## src/design/mrc_pkg.sv

```systemverilog
// ----------------------------------------------------------------------------
// mrc_pkg
// shared types and constants of the mixed-radix index converter
// ----------------------------------------------------------------------------
package mrc_pkg;

	localparam int FIELD_W    = 16;   // width of one index or size field
	localparam int SLOTS      = 4;    // index fields on the ports
	localparam int WIDE_W     = 64;   // offset and element count width
	localparam int COUNT_W    = 3;    // dim_count register width
	localparam int CFG_IDX_W  = 3;    // configuration register index width
	localparam int IN_DATA_W  = SLOTS * FIELD_W + WIDE_W;
	localparam int OUT_DATA_W = WIDE_W + SLOTS * FIELD_W + WIDE_W;

	// configuration register indexes
	localparam logic [CFG_IDX_W-1:0] REG_DIM_COUNT  = 3'd0;
	localparam logic [CFG_IDX_W-1:0] REG_DIM_SIZE_0 = 3'd1;
	localparam logic [CFG_IDX_W-1:0] REG_DIM_SIZE_1 = 3'd2;
	localparam logic [CFG_IDX_W-1:0] REG_DIM_SIZE_2 = 3'd3;
	localparam logic [CFG_IDX_W-1:0] REG_DIM_SIZE_3 = 3'd4;

	// conversion kinds
	localparam logic KIND_TO_OFFSET  = 1'b0;
	localparam logic KIND_TO_INDICES = 1'b1;

	typedef logic [SLOTS-1:0][FIELD_W-1:0] idx_vec_t;

	// one word in flight along the chain
	typedef struct packed {
		logic              kind;
		logic [WIDE_W-1:0] offset;  // horner accumulator
		logic [WIDE_W-1:0] work;    // dividend bits out, quotient bits in
		logic [FIELD_W-1:0] rem;    // partial remainder
		idx_vec_t          idx;     // input indices, then recovered indices
		logic              zflag;   // a zero size was passed
	} item_t;

endpackage

```

## src/design/mrc_mac.sv

```systemverilog
// ----------------------------------------------------------------------------
// mrc_mac
// one horner step: offset = index + size * offset
// ----------------------------------------------------------------------------
module mrc_mac #(
	parameter int DIM = 0
) (
	input  logic                          clk,
	input  logic                          arst_n,
	input  logic                          en,
	input  logic                          valid_in,
	input  mrc_pkg::item_t                item_in,
	input  logic [mrc_pkg::FIELD_W-1:0]   size,
	output logic                          valid_q,
	output mrc_pkg::item_t                item_q
);
	import mrc_pkg::*;

	logic [WIDE_W-1:0] prod;
	item_t             nxt;

	assign prod = item_in.offset * WIDE_W'(size);

	always_comb begin
		nxt        = item_in;
		nxt.offset = prod + WIDE_W'(item_in.idx[DIM]);
	end

	always_ff @(posedge clk or negedge arst_n) begin
		if (!arst_n) begin
			valid_q <= 1'b0;
		end else if (en) begin
			valid_q <= valid_in;
		end
	end

	always_ff @(posedge clk) begin
		if (en) begin
			item_q <= nxt;
		end
	end

endmodule

```

## config.mk

```make
export PLATFORM = sky130hd
export DESIGN_NAME = mrc_mac
export DESIGN_NICKNAME = d
export VERILOG_FILES = /design/src/design/mrc_pkg.sv /design/src/design/mrc_mac.sv
export SDC_FILE = /design/constraint.sdc
export NUM_CORES = 2
export LEC_CHECK = 0
export ABC_AREA = 1
export BUFFER_PORTS_ARGS = -buffer_cell sky130_fd_sc_hd__buf_2
export CORE_MARGIN = 2
export CORE_UTILIZATION = 60
export CTS_CLUSTER_SIZE = 30
export DETAILED_ROUTE_END_ITERATION = 7
export MAX_ROUTING_LAYER = met4
export PLACE_DENSITY = 0.88
export SLEW_MARGIN = 20
export SYNTH_ARGS = -nofsm -noshare
export SYNTH_HDL_FRONTEND = slang
export SYNTH_SLANG_ARGS = --single-unit
```

## constraint.sdc

```tcl
create_clock -name clk -period 0.8 [get_ports clk]
set_input_delay 0.2 -clock clk [delete_from_list [all_inputs] [get_ports clk]]
set_output_delay 0.2 -clock clk [all_outputs]
set_load 0.01 [all_outputs]
```

==> impl_metrics.toml, run 1 <==
[die]
die_x_um = 251
std_cell_rows = 90
io_pins = 441
initial_core_util_pct = 60.7
die_height_um = 251

[status]
status = "stopped before the end"
last-stage-reached = "global routing (5_1_grt)"
error_line = "[ERROR GRT-0232] Routing congestion too high. Check the congestion heatmap in the GUI."

[synthesis]
synth_edf_count = 210
synth_top_area_cell = "fa_1"
postSynthCellCount = 4376
synth-main-ff-cell = "edfxtp_1"
synthArstFlopShare_pct = 0.474
synth.distinct_cells = 41
synth_top_area_share_pct = 41.9
synthTopCellsByCount = "inv_1 (1381), nand2_1 (1154), fa_1 (767)"
syn_nets = 5520
synth-seq-cells = 211
syn_area_um2 = 36700
ys_seq_area_share_pct = 17.3
syn_avg_cell_area_um2 = 8.38
ys_warn_count = 0
synth_area_leaders = "fa_1 (42%), edfxtp_1 (17%), inv_1 (14%)"
yosysMostFrequentCell = "inv_1"

[clock_network]
cts.sinks = 211
root_buffer = "clkbuf_16"
cts_buffer_depth = 3
cts_buffers = 23
h-tree-depth = 1

[sta]
worst_endpoint_kind = "register data pin"
crit_endpoint = "item_q[205]$_DFFE_PP_/D"

[placed_design]
gp_congestion = 1.02
dp_cells = 5865
placed_cell_area_um2 = 44400
hpwl_mm = 97.0
numPortBuffers = 440

[global_routing]
grt_max_degree = 34
grt-ovfl-total = 395
track_usage_pct = 81.4
routing by layer:
metal | global-route usage, % | overflow
met1 | 78.3 | 23
met2 | 92.6 | 209
met3 | 73.7 | 37
met4 | 77.0 | 126
met5 | - | -
stage by stage:
| step | hold slack (ns) | worst slack (ns) |
|---|---|---|
| 2_1_floorplan | -0.0956 | -4.33 |
| 3_3_place_gp | -0.0246 | -5.07 |
| 3_5_place_dp | -0.0237 | -5.12 |
| 4_1_cts | 0.000356 | -4.40 |
cell families after synthesis:
kind of cell               count (synthesis)  share of synthesized area, %
AOI/OAI and AO/OA                        178                          2.73
xor gates and xnor gates                  51                          1.22
adders and majority gates                914                          46.9
buffers and inverters                   1591                          16.3
DFF                                      211                          17.3
muxes                                      1                        0.0307
and+or+nand+nor                         1430                          15.5
repair_timing:
| action | in CTS |
|---|---|
| hold buffers | 148 |
| gates cloned | 14 |
| endpoints found under the setup margin | 274 |
| hold endpoints to repair | 149 |
| setup buffers | 21 |
| resized for setup | 329 |
| pin swaps | 116 |
==> run 2, diff against run 1 <==
- CORE_UTILIZATION: 60 -> 40
- CTS_CLUSTER_SIZE: 30 -> not set
- MAX_ROUTING_LAYER: met4 -> not set
- PLACE_DENSITY: 0.88 -> not set
- PLACE_DENSITY_LB_ADDON: not set -> 0.15
==> run 2 against run 1 <==
Against the previous run: the flow now finishes, with violations (negative setup slack); synthesized cell count is the same; area after synthesis is the same.
==> impl_metrics.toml, run 2 <==
[synthesis]
synth_edf_count = 210
synth.distinct_cells = 41
synthArstFlopShare_pct = 0.474
yosysMostFrequentCell = "inv_1"
synth-seq-cells = 211
synth_top_area_share_pct = 41.9
postSynthCellCount = 4376
ys_warn_count = 0
synth_top_area_cell = "fa_1"
synth_area_leaders = "fa_1 (42%), edfxtp_1 (17%), inv_1 (14%)"
synthTopCellsByCount = "inv_1 (1381), nand2_1 (1154), fa_1 (767)"
syn_nets = 5520
synth-main-ff-cell = "edfxtp_1"
ys_seq_area_share_pct = 17.3
syn_avg_cell_area_um2 = 8.38
syn_area_um2 = 36700

[clock_network]
cts.clk_slew.worst_paths_ns = 0.07
h-tree-depth = 1
cts.sinks = 211
cts_buffers = 24
root_buffer = "clkbuf_16"
cts_tree = "done"
clock_latency_ns = 0.54
cts_buffer_depth = 3

[die]
die_x_um = 307
initial_core_util_pct = 40.2
std_cell_rows = 111
design.core.area_um2 = 91200
die_height_um = 307
io_pins = 441
dieArea_um2 = 94100

[worst_hold_path]
min_to = "item_q[186]$_DFFE_PP_"
hold_path_class = "input pin to flip-flop"
hp-start = "en"
min_path_cells = 2

[placed_design]
numPortBuffers = 440
dp_slack_ns = -5.32
gp_congestion = 0.935
hpwl_mm = 99.0
dp_cells = 6319

[worst_setup_path]
r2r_setup_slack_ns = 0.06
crit_required_ns = 1.11
r2r_end = "valid_q$_DFFE_PN0P_"
start_kind = "input pin"
worstReg2RegStart = "valid_q$_DFFE_PN0P_"
cp_slowest_cell = "fa_1"
r2r_cells = 1
critical-path-max-stage-delay_ns = 0.57
path_max_fanout = 5
path_class = "input pin to flip-flop"
cp.arrival_ns = 5.54
end_kind = "flip-flop"

[final_layout]
mostFrequentLayoutCell = "inv_1"
regArea_um2 = 6330
largest-register = "item_q"
fin_cells = 6633
largestRegisters = "item_q: 210 flops, valid_q: 1 flops"
syn_to_final_growth_pct = 44.8
final_nets = 6573
fillCellCount = 7925
drive_gt1_share_pct = 35.2
multiInputGateArea_um2 = 28200
layout_common_cells = "inv_1 (1210), nand2_1 (996), fa_1 (700)"
largest_reg_flops = 210

[global_routing]
grt_pass1_wl_mm = 194
track_usage_pct = 27.1
grt_max_degree = 25
grt_pass1_vias = 33600
grt-ovfl-total = 0
antenna_found_initial = 2

[drt]
first_pass_iters = 6
drcViolationCount = 0
drt-total-wl_mm = 129
wire_per_inst_um = 19.5
vias = 31600
postRouteAntennaNets = 0
via_per_inst = 4.77
first_iter_violations = 2118

[sta]
fin_crit_ns = 5.24
fin_worst_skew_ns = 0
setup_viol = 275
rsz0062_at_grt = "true"
slew_headroom_pct = 68.9
slew_viol_final = 0
min_period_over_period_pct = 655
hold_violations = 0
fin_setup_tns_ns = -348.83
hold-worst-slack_ns = 0.0865
finalWorstSetupSlack_ns = -4.44
tightest_slew_ns = 0.466
max_freq_ghz = 0.191

[run]
drv_cap = 0

[status]
status = "finished with violations"
violations = "negative setup slack"
[run 2: cell counts after synthesis]
Identical to the previous run, type by type.
[run 2: per-stage QoR]
| step | area (um^2) | util [%] |
|---|---|---|
| final | 53100 | 58.2 |
| after global placement | 45700 | 50.0 |
| after CTS | 50400 | 55.3 |
| after floorplan | 39300 | - |
| after detailed placement | 45700 | 50.0 |
| after global routing | 53100 | 58.2 |
[run 2: area by class of cell]
type                       count  area share [%]
sequential                   211            11.9
tap                         1186            2.80
timing repair buffer        1235            20.7
clock buffer                  27            1.15
multi-input combinational   2574            53.2
clock inverter                16           0.349
inverter                    1383            9.86
antenna                        1         0.00472
[run 2: kinds of logic after synthesis]
family,count (synthesis),share of synthesized area (%)
AO/OA/AOI/OAI,178,2.73
XOR/XNOR,51,1.22
adder cells (fa/ha/maj),914,46.9
buffers and inverters,1591,16.3
flip-flops,211,17.3
multiplexers,1,0.0307
AND/OR/NAND/NOR,1430,15.5
[run 2: layer usage]
| layer | track usage [%] | part of all wire [%] | vias up |
|---|---|---|---|
| met1 | 33.9 | 39 | 15900 |
| li1 | - | - | 14400 |
| met2 | 49.1 | 51 | 1031 |
| met5 | 0 | 0 | - |
| met3 | 3.20 | 6.1 | 267 |
| met4 | 7.91 | 4.2 | 0 |
[run 2: worst max-delay path by stage]
stage,startpoint,to,slack [ns],depth (start not counted)
floorplan,size[4],item_q[200]$_DFFE_PP_,-4.33,26
global placement,size[10],item_q[192]$_DFFE_PP_,-5.26,25
detailed placement,size[10],item_q[192]$_DFFE_PP_,-5.32,25
CTS,size[1],item_q[192]$_DFFE_PP_,-4.34,24
global route,size[6],item_q[207]$_DFFE_PP_,-4.57,28
finish,size[1],item_q[184]$_DFFE_PP_,-4.44,25
[run 2: what timing repair did]
action	in CTS	in global routing
hold buffers	149	0
endpoints found under the setup margin	275	275
cloned	21	10
hold endpoints to repair	149	0
gates resized for setup	470	547
setup buffers	31	76
pin swaps	143	265
[run 2: critical path, delay by kind of cell]
family / cells / cell delay, ns
buf+inv: 9 / 0.80
fa+ha+maj: 7 / 3.48
simple gates: 8 / 0.92
xor+xnor: 1 / 0.07
Power of run 2 is left out: the tool's default activity adds up to more than one toggle a clock period on the data nets, which glitch-free logic cannot reach.
