==> config.mk <==
export PLATFORM = sky130hd
export DESIGN_NAME = mrc_cell
export DESIGN_NICKNAME = d
export VERILOG_FILES = /design/src/design/mrc_pkg.sv /design/src/design/mrc_cell.sv
export SDC_FILE = /design/constraint.sdc
export NUM_CORES = 1
export LEC_CHECK = 0
export BUFFER_PORTS_ARGS = -buffer_cell sky130_fd_sc_hd__buf_2
export CORE_AREA = 5 5 167 169
export DETAILED_ROUTE_END_ITERATION = 12
export DIE_AREA = 0 0 172 174
export GPL_ROUTABILITY_DRIVEN = 0
export PLACE_DENSITY_LB_ADDON = 0.12
export SYNTH_ARGS = -nofsm -noshare
export SYNTH_HDL_FRONTEND = slang
export SYNTH_SLANG_ARGS = --single-unit
export TNS_END_PERCENT = 10
==> constraint.sdc <==
create_clock -name clk -period 1.55 [get_ports clk]
set_input_delay 0.155 -clock clk [delete_from_list [all_inputs] [get_ports clk]]
set_output_delay 0.155 -clock clk [all_outputs]
set_load 0.05 [all_outputs]
==> src/design/mrc_pkg.sv <==
// ----------------------------------------------------------------------------
// mrc_pkg
// shared types and constants of the mixed-radix index converter
// ----------------------------------------------------------------------------
package mrc_pkg;

	localparam int FIELD_W    = 16;   // width of one index or size field
	localparam int SLOTS      = 4;    // index fields on the ports
	localparam int WIDE_W     = 64;   // offset and element count width
	localparam int COUNT_W    = 3;    // dim_count register width
	localparam int CFG_IDX_W  = 3;    // configuration register index width
	localparam int IN_DATA_W  = SLOTS * FIELD_W + WIDE_W;
	localparam int OUT_DATA_W = WIDE_W + SLOTS * FIELD_W + WIDE_W;

	// configuration register indexes
	localparam logic [CFG_IDX_W-1:0] REG_DIM_COUNT  = 3'd0;
	localparam logic [CFG_IDX_W-1:0] REG_DIM_SIZE_0 = 3'd1;
	localparam logic [CFG_IDX_W-1:0] REG_DIM_SIZE_1 = 3'd2;
	localparam logic [CFG_IDX_W-1:0] REG_DIM_SIZE_2 = 3'd3;
	localparam logic [CFG_IDX_W-1:0] REG_DIM_SIZE_3 = 3'd4;

	// conversion kinds
	localparam logic KIND_TO_OFFSET  = 1'b0;
	localparam logic KIND_TO_INDICES = 1'b1;

	typedef logic [SLOTS-1:0][FIELD_W-1:0] idx_vec_t;

	// one word in flight along the chain
	typedef struct packed {
		logic              kind;
		logic [WIDE_W-1:0] offset;  // horner accumulator
		logic [WIDE_W-1:0] work;    // dividend bits out, quotient bits in
		logic [FIELD_W-1:0] rem;    // partial remainder
		idx_vec_t          idx;     // input indices, then recovered indices
		logic              zflag;   // a zero size was passed
	} item_t;

endpackage

==> src/design/mrc_cell.sv <==
// ----------------------------------------------------------------------------
// mrc_cell
// one restoring division step; the last cell of a dimension emits the index
// ----------------------------------------------------------------------------
module mrc_cell #(
	parameter int DIM       = 0,
	parameter bit LAST      = 1'b0,
	parameter int DIM_WIDTH = 16
) (
	input  logic                          clk,
	input  logic                          arst_n,
	input  logic                          en,
	input  logic                          valid_in,
	input  mrc_pkg::item_t                item_in,
	input  logic [mrc_pkg::FIELD_W-1:0]   size,
	input  logic                          active,
	output logic                          valid_q,
	output mrc_pkg::item_t                item_q
);
	import mrc_pkg::*;

	logic [DIM_WIDTH:0]   trial;
	logic [DIM_WIDTH:0]   divisor;
	logic [DIM_WIDTH:0]   diff;
	logic                 qbit;
	logic [DIM_WIDTH-1:0] rem_new;
	item_t                nxt;

	assign divisor = {1'b0, size[DIM_WIDTH-1:0]};
	assign trial   = {item_in.rem[DIM_WIDTH-1:0], item_in.work[WIDE_W-1]};
	assign diff    = trial - divisor;
	assign qbit    = (trial >= divisor);
	assign rem_new = qbit ? diff[DIM_WIDTH-1:0] : trial[DIM_WIDTH-1:0];

	always_comb begin
		nxt      = item_in;
		nxt.work = {item_in.work[WIDE_W-2:0], qbit};
		nxt.rem  = FIELD_W'(rem_new);
		if (LAST) begin
			// remainder is this dimension's index, quotient feeds the next one
			nxt.rem      = '0;
			nxt.idx[DIM] = (active && !item_in.zflag && size != '0) ?
			               FIELD_W'(rem_new) : '0;
			nxt.zflag    = item_in.zflag | (active && size == '0);
		end
	end

	always_ff @(posedge clk or negedge arst_n) begin
		if (!arst_n) begin
			valid_q <= 1'b0;
		end else if (en) begin
			valid_q <= valid_in;
		end
	end

	always_ff @(posedge clk) begin
		if (en) begin
			item_q <= nxt;
		end
	end

endmodule
# After elaboration in Yosys (flattened, before gate mapping)
# Index checks and enable logic that the tools add are counted.
# Widths: inputs -> output; s select.
[totals]
register_bits = 211
word_cells = 13
input_bits = 231
out_inout_bits = 211
[classes]
magnitude_cmp = 1
add_sub_neg = 1
mux = 1
[op_table]
columns = ["op", "count"]
rows = [
  ["$ge 17x16->1", 1],
  ["$mux 16", 1],
  ["$sub 16x16->16", 1],
]

# Depth between registers and ports, before layout
# Gate-level depths: netlist of the first run.
[logic_depth]
depth_word = 2
ltp_mapped = 10
depth_no_buf = 9

# Worst setup path before layout of the first run
# No wires, ideal clock.
[synth_timing]
path_kind = "input to register"
start = "input port size[6] (netlist bit)"
end = "register item_q[73] (netlist bit) (data pin)"
required_time_ns = 1.290
arrival_ns = 2.437
path_stages = 9
setup_time_ns = 0.260
slack_ns = -1.147
n_path_buf = 1
cell_sequence = "inv_1 -> ha_1 -> a211oi_2 -> o211ai_2 -> a221oi_4 -> a211oi_2 -> a2111oi_4 -> buf_6 -> mux2_4"
[synth_via]
elab_chain_len = 2
elab_cells_between_ends = 3
cone_classes = "add/sub (1); order compare (1); mux (1)"
[synth_lines]
columns = ["item", "line", "source"]
rows = [
  ["from (decl)", "mrc_cell.sv:15", "input logic [mrc_pkg::FIELD_W-1:0] size,"],
  ["$sub 16x16->16 / $ge 17x16->1 (equally long branches)", "mrc_cell.sv:31, mrc_cell.sv:32", ""],
  ["$mux 16 *", "mrc_cell.sv:33", "assign rem_new = qbit ? diff[DIM_WIDTH-1:0] : trial[DIM_WIDTH-1:0];"],
  ["named net rem_new[8]", "mrc_cell.sv:26", "logic [DIM_WIDTH-1:0] rem_new;"],
  ["to (signal assigned)", "mrc_cell.sv:58", "item_q <= nxt;"],
  ["to (decl)", "mrc_cell.sv:18", "output mrc_pkg::item_t item_q"],
]
# The timed path passes the listed nets; every way through them passes the cells marked *.
# A chain may end at the register's enable or synchronous reset.

# Worst setup path in the final report of the first run
[layout_timing]
start = "input port item_in[70] (netlist bit)"
end = "register item_q[71] (netlist bit) (data pin)"
[layout_via]
elab_chain_len = 2
elab_cells_between_ends = 3
cone_classes = "add/sub (1); order compare (1); mux (1)"
[layout_lines]
columns = ["item", "line", "source"]
rows = [
  ["from (decl)", "mrc_cell.sv:14", "input mrc_pkg::item_t item_in,"],
  ["$sub 16x16->16 / $ge 17x16->1 (equally long branches)", "mrc_cell.sv:31, mrc_cell.sv:32", ""],
  ["$mux 16 *", "mrc_cell.sv:33", ""],
  ["named net rem_new[6]", "mrc_cell.sv:26", ""],
]
# Marked as above.

==> metrics.yaml, run 1 <==
routedWlPerCell_um: 18.2
rsz0062_at_grt: "true"
endpoint: "item_q[71]"
antenna_found_initial: 0
syn2layout_area_growth_pct: 82.6
pin_count: 442
cts-root-buf: "clkbuf_16"
worstPathArrival_ps: 2120
netlist_instances: 369
ir_worst_vdd_uv: 793
maxCapViolCount: 0
layout_commonest_cell: "buf_2"
drc: 0
relSlewSlack_pct: 77.0
status: "finished, violations left"
tightestPinTransition_ps: 341
period_share_pct: 121
via_count: 6133
synth-xor-area-share_pct: 0.925
r2r_start: "valid_q"
drt_wl_total_um: 26600
slew_viol_final: 0
ys.warnings.count: 0
nNetsFinal: 1347
initial_core_util_pct: 28.7
dieArea_sq_um: 29900
dp_hpwl_um: 20200
drive_above_1_share_pct: 53.0
p_leak_uw: 0.00601
layout_common_cells: "buf_2, edfxtp_1, dlygate4sd3_1, buf_4, clkbuf_16"
yosysSeqAreaShare_pct: 83.6
grt_pass1_vias: 6815
finalSetupViolCount: 17
antennaDiodeCount: 0
start_kind: "input port"
synth_mux_area_share_pct: 3.06
place_ws_ps: -981
port-buffer-count: 440
grt_max_degree: 43
dp_cells: 1211
clk_latency_ps: 500
cts_inserted_buffers: 24
worstRegToRegCells: 1
finalClockSkew_ps: 0
end_kind: "flop"
hold_viol: 0
fp.coreArea_sq_um: 26400
num_rows: 60
fin_ws_ps: -328
path_class: "input port to flop"
routed_via_density: 4.21
finalPower_uw: 16700
max_freq_mhz: 532
failed_checks: "setup timing"
die_height_um: 174
cts_tree: "yes"
drt_iter0_drc: 274
syn_area_sq_um: 7570
dr.pass1.iters: 6
ys_types: 49
clk_pin_slew_worst_paths_ps: 60
synth_top_family_by_area: "compound AO/OA/AOI/OAI gates"
synthSimpleGateAreaFrac_pct: 2.45
cts.sinks: 211
die_w_um: 172
track_usage_pct: 16.5
async_flop_share_pct: 0.474
hp-class: "input port to flop"
antenna_left: 0
reg2reg_slack_ps: 800
synth_compound_area_share_pct: 5.54
synth_nets: 617
cp_max_fo: 7
num-fill-cells: 2258
grt_overflow_total: 0
h-tree-depth: 1
ys_seq_elements: 211
yosys_most_used_dff: "edfxtp_1"
power_density_nw_per_um2: 1210
post-route-min-period_ps: 1880
synth_fa_ha_area_share_pct: 2.91
post_synth.cell_area_avg_sq_um: 20.5
cp-startpoint: "item_in[70]"
holdCritStartpoint: "item_in[77]"
grt_pass1_wl_um: 37900
layoutNonFillerInstCount: 1457
r2r_end: "valid_q"
clockBufferDepth: 3
synth_edf_count: 210
crit_required_ps: 1790
[where the power goes]
group | total [uW] | internal, uW | switching, uW
combinational | 3940 | 1350 | 2590
sequential | 6950 | 6830 | 117
clock | 5800 | 3600 | 2190
[critical path, cell delays in order]
cell and delay [ps]:
buf_8 100, ha_4 250, a211oi_4 240, o211ai_2 140, a221oi_4 290, a211oi_2 140
a2111oi_4 280, buf_6 220, mux2_4 310
[cell families (layout without fill, tap and decap cells)]
family	count (synthesis)	in the layout
compound gates	52	52
xor+xnor	8	8
fa+ha+maj	17	17
buf+inv	28	775
flops	211	211
mux	19	19
simple gates	34	34
[routing by layer]
layer | GRT usage (%) | vias to the layer above | wire length [um] | part of all wire, %
li1 | - | 2917 | - | -
met1 | 17.4 | 2879 | 9490 | 36
met2 | 31.2 | 275 | 13900 | 52
met3 | 4.07 | 62 | 2180 | 8.2
met4 | 5.83 | 0 | 979 | 3.7
met5 | 0 | - | 0 | 0
[layout make-up]
cell class	instances	area, sq um	area share, %
sequential	211	6330	45.8
clock buffer	29	641	4.63
clock inverter	14	175	1.27
tap	341	427	3.09
inverter	23	101	0.733
multi-input combinational	130	1340	9.67
timing repair buffer	709	4810	34.8
[stage by stage]
step / setup TNS, ps / area, sq um / utilization, % / hold slack (ps)
global placement: -14590 / 10800 / 40.9 / -69.9
finish: -4910 / 13800 / 52.3 / 91.4
detailed placement: -15270 / 10800 / 40.9 / -68.7
global route: -5590 / 13800 / 52.3 / 71.9
floorplan: -12460 / 7680 / - / -141
CTS: -4760 / 13800 / 52.0 / 54.9
[registers in the layout, summed over array words and instances (netlist names)]
signal and flops:
valid_q 1, item_q 210
[what timing repair did]
item / CTS / global route
setup endpoints to repair: 17 / 17
setup buffers: 1 / 0
gates resized for setup: 18 / 16
pin swaps: 2 / 0
hold buffers: 202 / 0
endpoints found under the hold margin: 201 / 0
[synthesized netlist by cell type (all sizes together), types with 2 or more instances]
| cell type | n | share of area (%) |
|---|---|---|
| buf | 3 | 0.28 |
| xnor2 | 4 | 0.46 |
| o21ai | 10 | 0.66 |
| mux2 | 15 | 2.5 |
| a21o | 2 | 0.20 |
| nand2 | 6 | 0.30 |
| a21oi | 9 | 0.64 |
| a211oi | 5 | 0.63 |
| a211o | 3 | 0.36 |
| nor2 | 7 | 0.35 |
| o31a | 2 | 0.23 |
| ha | 16 | 2.6 |
| nor3 | 5 | 0.33 |
| mux2i | 4 | 0.53 |
| xor2 | 4 | 0.46 |
| inv | 23 | 1.1 |
| o211ai | 3 | 0.36 |
| edfxtp | 210 | 83 |
| nor2b | 4 | 0.33 |
| o31ai | 3 | 0.30 |
| clkbuf | 2 | 0.099 |
| o21a | 6 | 0.59 |
| nand4 | 2 | 0.17 |
| and3 | 2 | 0.17 |
[worst min path at each step]
| stage | to | slack [ps] | cells after the start |
|---|---|---|---|
| after floorplan | valid_q | -140 | 0 |
| after global placement | valid_q | -70 | 1 |
| after detailed placement | valid_q | -70 | 1 |
| after CTS | item_q[72] | 50 | 3 |
| after global routing | item_q[68] | 70 | 3 |
| final | item_q[78] | 90 | 3 |
Note: power is estimated with default switching activity, not from simulation.
==> run 2, diff against run 1 <==
CTS_CLUSTER_DIAMETER = 40   (was unset)
SETUP_SLACK_MARGIN = 0.5   (was unset)
==> metrics.yaml, run 2 (synthesis results as in run 1) <==
finalSetupViolCount: 17  # unchanged
post-route-min-period_ps: 1860  # was 1880 ps
cts-root-buf: "clkbuf_16"  # unchanged
power_density_nw_per_um2: 1160  # was 1210 nW/um^2
layout_common_cells: "buf_2, buf_6, edfxtp_1, dlygate4sd3_1, buf_4"  # was buf_2, edfxtp_1, dlygate4sd3_1, buf_4, clkbuf_16
antenna_found_initial: 3  # was 0
drive_above_1_share_pct: 53.8  # was 53.0%
ir_worst_vdd_uv: 746  # was 793 uV
port-buffer-count: 440  # unchanged
fin_ws_ps: -314  # was -328 ps
dieArea_sq_um: 29900  # unchanged
grt_overflow_total: 0  # unchanged
path_class: "input port to flop"  # unchanged
nNetsFinal: 1353  # was 1347
initial_core_util_pct: 28.7  # unchanged
cts_inserted_buffers: 28  # was 24
pin_count: 442  # unchanged
fin_setup_tns_ps: -4690  # was -4910 ps
syn2layout_area_growth_pct: 102  # was 82.6%
tightestPinTransition_ps: 362  # was 341 ps
worstPathArrival_ps: 2130  # was 2120 ps
drt_wl_total_um: 27600  # was 26600 um
routedWlPerCell_um: 18.8  # was 18.2 um
routed_via_density: 4.25  # was 4.21
cp_slowest_cell: "mux2_4"  # unchanged
track_usage_pct: 17.3  # was 16.5%
worstPathCellList: "buf_8, ha_4, a211oi_4, o211ai_2, a221oi_4, a211oi_2, a2111oi_4, buf_6, mux2_4"  # unchanged
drc: 0  # unchanged
reg.largest.list: "item_q x210, valid_q x1"  # unchanged
regMostFlops: "item_q"  # unchanged
grt_pass1_vias: 7033  # was 6815
die_w_um: 172  # unchanged
finalClockSkew_ps: 0  # unchanged
die_height_um: 174  # unchanged
clockBufferDepth: 3  # unchanged
layout_commonest_cell: "buf_2"  # unchanged
cts_tree: "yes"  # unchanged
cts.sinks: 211  # unchanged
rsz0062_at_grt: "true"  # unchanged
fp.coreArea_sq_um: 26400  # unchanged
clk_latency_ps: 510  # was 500 ps
status: "finished, violations left"  # unchanged
grt_pass1_wl_um: 39700  # was 37900 um
max_stage_delay_ps: 310  # about the same
cp_max_fo: 7  # unchanged
clk_pin_slew_worst_paths_ps: 60  # about the same
hold_viol: 0  # unchanged
holdWs_ps: 61.6  # was 91.4 ps
failed_checks: "setup timing"  # unchanged
maxCapViolCount: 0  # unchanged
via_count: 6234  # was 6133
slew_viol_final: 0  # unchanged
largest_register_ffs: 210  # unchanged
max_freq_mhz: 536  # was 532 MHz
relSlewSlack_pct: 75.8  # was 77.0%
start_kind: "input port"  # unchanged
crit_required_ps: 1820  # was 1790 ps
grt_max_degree: 43  # unchanged
antenna_left: 0  # unchanged
utilization_pct: 57.9  # was 52.3%
drt_iter0_drc: 269  # was 274
num_rows: 60  # unchanged
h-tree-depth: 1  # unchanged
hp-class: "input port to flop"  # unchanged
end_kind: "flop"  # unchanged
p_leak_uw: 0.00652  # was 0.00601 uW
finalPower_uw: 17800  # was 16700 uW
dr.pass1.iters: 4  # was 6
period_share_pct: 120  # was 121%
dp_hpwl_um: 20200  # unchanged
## run 2: cell types whose count changed in the layout (fill, tap and decap cells not counted), moves of 3 or more
cell	change
buf_2	-211
buf_6	+215
clkbuf_16	+4
inv_6	+3
## run 2: report_power, final
part | internal, uW | switching [uW]
clock network | 3780 | 2390
registers | 6850 | 230
logic | 1920 | 2610
## run 2: path summary, 6_finish.rpt
kind | cells past startpoint | slack, ps | startpoint | endpoint
worst max-delay path | 9 | -310 | item_in[70] | item_q[71]
worst min register to register | 1 | 550 | valid_q | valid_q
min in group asynchronous | 3 | 470 | arst_n | valid_q
worst min-delay path | 3 | 60 | item_in[68] | item_q[69]
worst max register to register | 1 | 790 | valid_q | valid_q
max in group asynchronous | 3 | 980 | arst_n | valid_q
## run 2: final cells by class
| type | instances | area (sq um) |
|---|---|---|
| fill | 2040 | 11100 |
| tap | 341 | 427 |
| clock inverter | 17 | 168 |
| multi-input combinational | 130 | 1360 |
| antenna | 2 | 5.00 |
| sequential | 211 | 6330 |
| timing repair buffer | 711 | 6160 |
| inverter | 23 | 101 |
| clock buffer | 33 | 741 |
## run 2: what timing repair did
item / CTS / global route
pin swaps: 3 / 5
hold endpoints to repair: 201 / 0
buffers inserted: 2 / 1
setup endpoints to repair: 228 / 228
hold buffers: 202 / 0
resized for setup: 447 / 17
## run 2: stage by stage
stage                     std cells  cell area, sq um  setup WS (ps)
after floorplan                 369              7680           -848
after CTS                      1465             15200           -299
after global placement         1211             10800           -930
after detailed placement       1211             10800           -981
final                          1468             15300           -314
after global routing           1468             15300           -363
## run 2: per-layer routing
metal	wire length, um	global-route usage, %
met4	981	6.29
met3	2330	4.69
met5	7	0
met2	15000	33.4
met1	9250	17.4
## run 2: worst max-delay path, delay by kind of cell
family / cells / cell delay (ps)
buf+inv: 2 / 310
mux: 1 / 310
fa+ha+maj: 1 / 250
compound gates: 5 / 1110
==> run 3, diff against run 2 <==
CORE_AREA = 5 5 171 173   (was 5 5 167 169)
DIE_AREA = 0 0 176 178   (was 0 0 172 174)
==> metrics.yaml, run 3 (synthesis results as in run 1) <==
cts_tree: "yes"  # unchanged
period_share_pct: 125  # was 120%
cp_slowest_cell: "mux2_2"  # was mux2_4
holdWs_ps: 26.7  # was 61.6 ps
drc: 0  # unchanged
tightestPinTransition_ps: 379  # was 362 ps
clockBufferDepth: 3  # unchanged
pin_count: 442  # unchanged
max_stage_delay_ps: 330  # was 310 ps
cts-root-buf: "clkbuf_16"  # unchanged
fin_setup_tns_ps: -5690  # was -4690 ps
die_height_um: 178  # was 174 um
reg.largest.list: "item_q x210, valid_q x1"  # unchanged
post-route-min-period_ps: 1930  # was 1860 ps
crit_family: "compound AO/OA/AOI/OAI gates"  # unchanged
layout_common_cells: "buf_6, buf_2, edfxtp_1, dlygate4sd3_1, buf_4"  # was buf_2, buf_6, edfxtp_1, dlygate4sd3_1, buf_4
largest_register_ffs: 210  # unchanged
h-tree-depth: 2  # was 1
layout_commonest_cell: "buf_6"  # was buf_2
r2r_start: "valid_q"  # unchanged
track_usage_pct: 17.5  # was 17.3%
antenna_found_initial: 2  # was 3
cts_inserted_buffers: 35  # was 28
clk_pin_slew_worst_paths_ps: 40  # was 60 ps
layoutNonFillerInstCount: 1486  # was 1468
worstPathCellList: "buf_8, inv_4, ha_4, nor2b_4, o31a_1, o31ai_2, a211oi_2, a2111oi_4, buf_4, buf_12, mux2_2"  # was buf_8, ha_4, a211oi_4, o211ai_2, a221oi_4, a211oi_2, a2111oi_4, buf_6, mux2_4
hold_viol: 0  # unchanged
num_rows: 61  # was 60
start_kind: "input port"  # unchanged
maxCapViolCount: 0  # unchanged
drive_above_1_share_pct: 54.3  # was 53.8%
fp.coreArea_sq_um: 27500  # was 26400 sq um
antenna_left: 0  # unchanged
slew_viol_final: 0  # unchanged
finalClockSkew_ps: 0  # unchanged
status: "finished, violations left"  # unchanged
cts.sinks: 211  # unchanged
cp_max_fo: 8  # was 7
routedWlPerCell_um: 19.5  # was 18.8 um
path_class: "input port to flop"  # unchanged
nNetsFinal: 1359  # was 1353
drt_wl_total_um: 29000  # was 27600 um
ir_worst_vdd_uv: 680  # was 746 uV
hold-path-cell-count: 2  # was 3
syn2layout_area_growth_pct: 106  # was 102%
regMostFlops: "item_q"  # unchanged
failed_checks: "setup timing"  # unchanged
grt_max_degree: 41  # was 43
worstPathArrival_ps: 2170  # was 2130 ps
drt_iter0_drc: 395  # was 269
dp_cells: 1210  # was 1211
p_leak_uw: 0.00665  # was 0.00652 uW
dp_hpwl_um: 20500  # was 20200 um
holdCritStartpoint: "item_in[66]"  # was item_in[68]
dr.pass1.iters: 4  # unchanged
max_freq_mhz: 518  # was 536 MHz
fin_ws_ps: -381  # was -314 ps
path_buf_inv: 4  # was 2
crit_required_ps: 1790  # was 1820 ps
finalSetupViolCount: 17  # unchanged
min_to: "item_q[67]"  # was item_q[69]
grt_overflow_total: 0  # unchanged
r2r_end: "valid_q"  # unchanged
routed_via_density: 4.24  # was 4.25
end_kind: "flop"  # unchanged
rsz0062_at_grt: "true"  # unchanged
die_w_um: 176  # was 172 um
dieArea_sq_um: 31300  # was 29900 sq um
grt_pass1_wl_um: 41400  # was 39700 um
reg2reg_slack_ps: 760  # was 790 ps
initial_core_util_pct: 27.6  # was 28.7%
clk_latency_ps: 480  # was 510 ps
port-buffer-count: 440  # unchanged
hp-class: "input port to flop"  # unchanged
num-fill-cells: 2138  # was 2040
worstRegToRegCells: 1  # unchanged
relSlewSlack_pct: 74.7  # was 75.8%
grt_pass1_vias: 6784  # was 7033
via_count: 6306  # was 6234
power_density_nw_per_um2: 1220  # was 1160 nW/um^2
[run 3: timing repair]
action                                  4_1_cts  5_1_grt
endpoints found under the hold margin       200        1
resized for setup                           457       18
setup buffers                                 4        4
endpoints found under the setup margin      228      228
hold buffers                                200        1
pin swaps                                     6        8
gates cloned                                  1        0
[run 3: per-stage QoR]
| step | worst slack [ps] | util (%) | area, sq um | total power, uW |
|---|---|---|---|---|
| CTS | -353 | 56.4 | 15500 | 19200 |
| detailed placement | -903 | 39.4 | 10800 | 10500 |
| global placement | -875 | 39.4 | 10800 | 10500 |
| finish | -381 | 56.7 | 15600 | 19100 |
| floorplan | -848 | - | 7680 | 9280 |
| global route | -404 | 56.7 | 15600 | 19800 |
[run 3: how the worst max path moves through the flow]
| stage | start | end | slack (ps) | cells after the start |
|---|---|---|---|---|
| after floorplan | size[10] | item_q[73] | -850 | 10 |
| after global placement | size[6] | item_q[70] | -880 | 10 |
| after detailed placement | size[6] | item_q[71] | -900 | 10 |
| after CTS | item_in[65] | item_q[69] | -350 | 10 |
| after global routing | item_in[70] | item_q[67] | -400 | 10 |
| final | size[1] | item_q[67] | -380 | 11 |
[run 3: final cells by class]
class	count	area [sq um]	share of cell area, %
well taps	346	433	2.78
diodes	3	7.51	0.0482
clock inverters	22	196	1.26
flip-flops and latches	211	6330	40.6
multi-input cells	130	1330	8.52
clock buffers	41	940	6.03
repair buffers	710	6250	40.1
inverters	23	106	0.682
[run 3: routing by layer]
| layer | part of all wire (%) | up-vias | global-route usage, % |
|---|---|---|---|
| met5 | 0.038 | - | 0 |
| met4 | 2.7 | 2 | 5.75 |
| met3 | 7.3 | 54 | 5.32 |
| met2 | 54 | 272 | 32.6 |
| met1 | 36 | 3027 | 19.0 |
| li1 | - | 2951 | - |
[run 3: power by group]
| part | total, uW | switching, uW | internal (uW) |
|---|---|---|---|
| Combinational | 4570 | 2630 | 1940 |
| Clock | 7410 | 2720 | 4700 |
| Sequential | 7090 | 231 | 6860 |
| Total | 19100 | 5580 | 13500 |
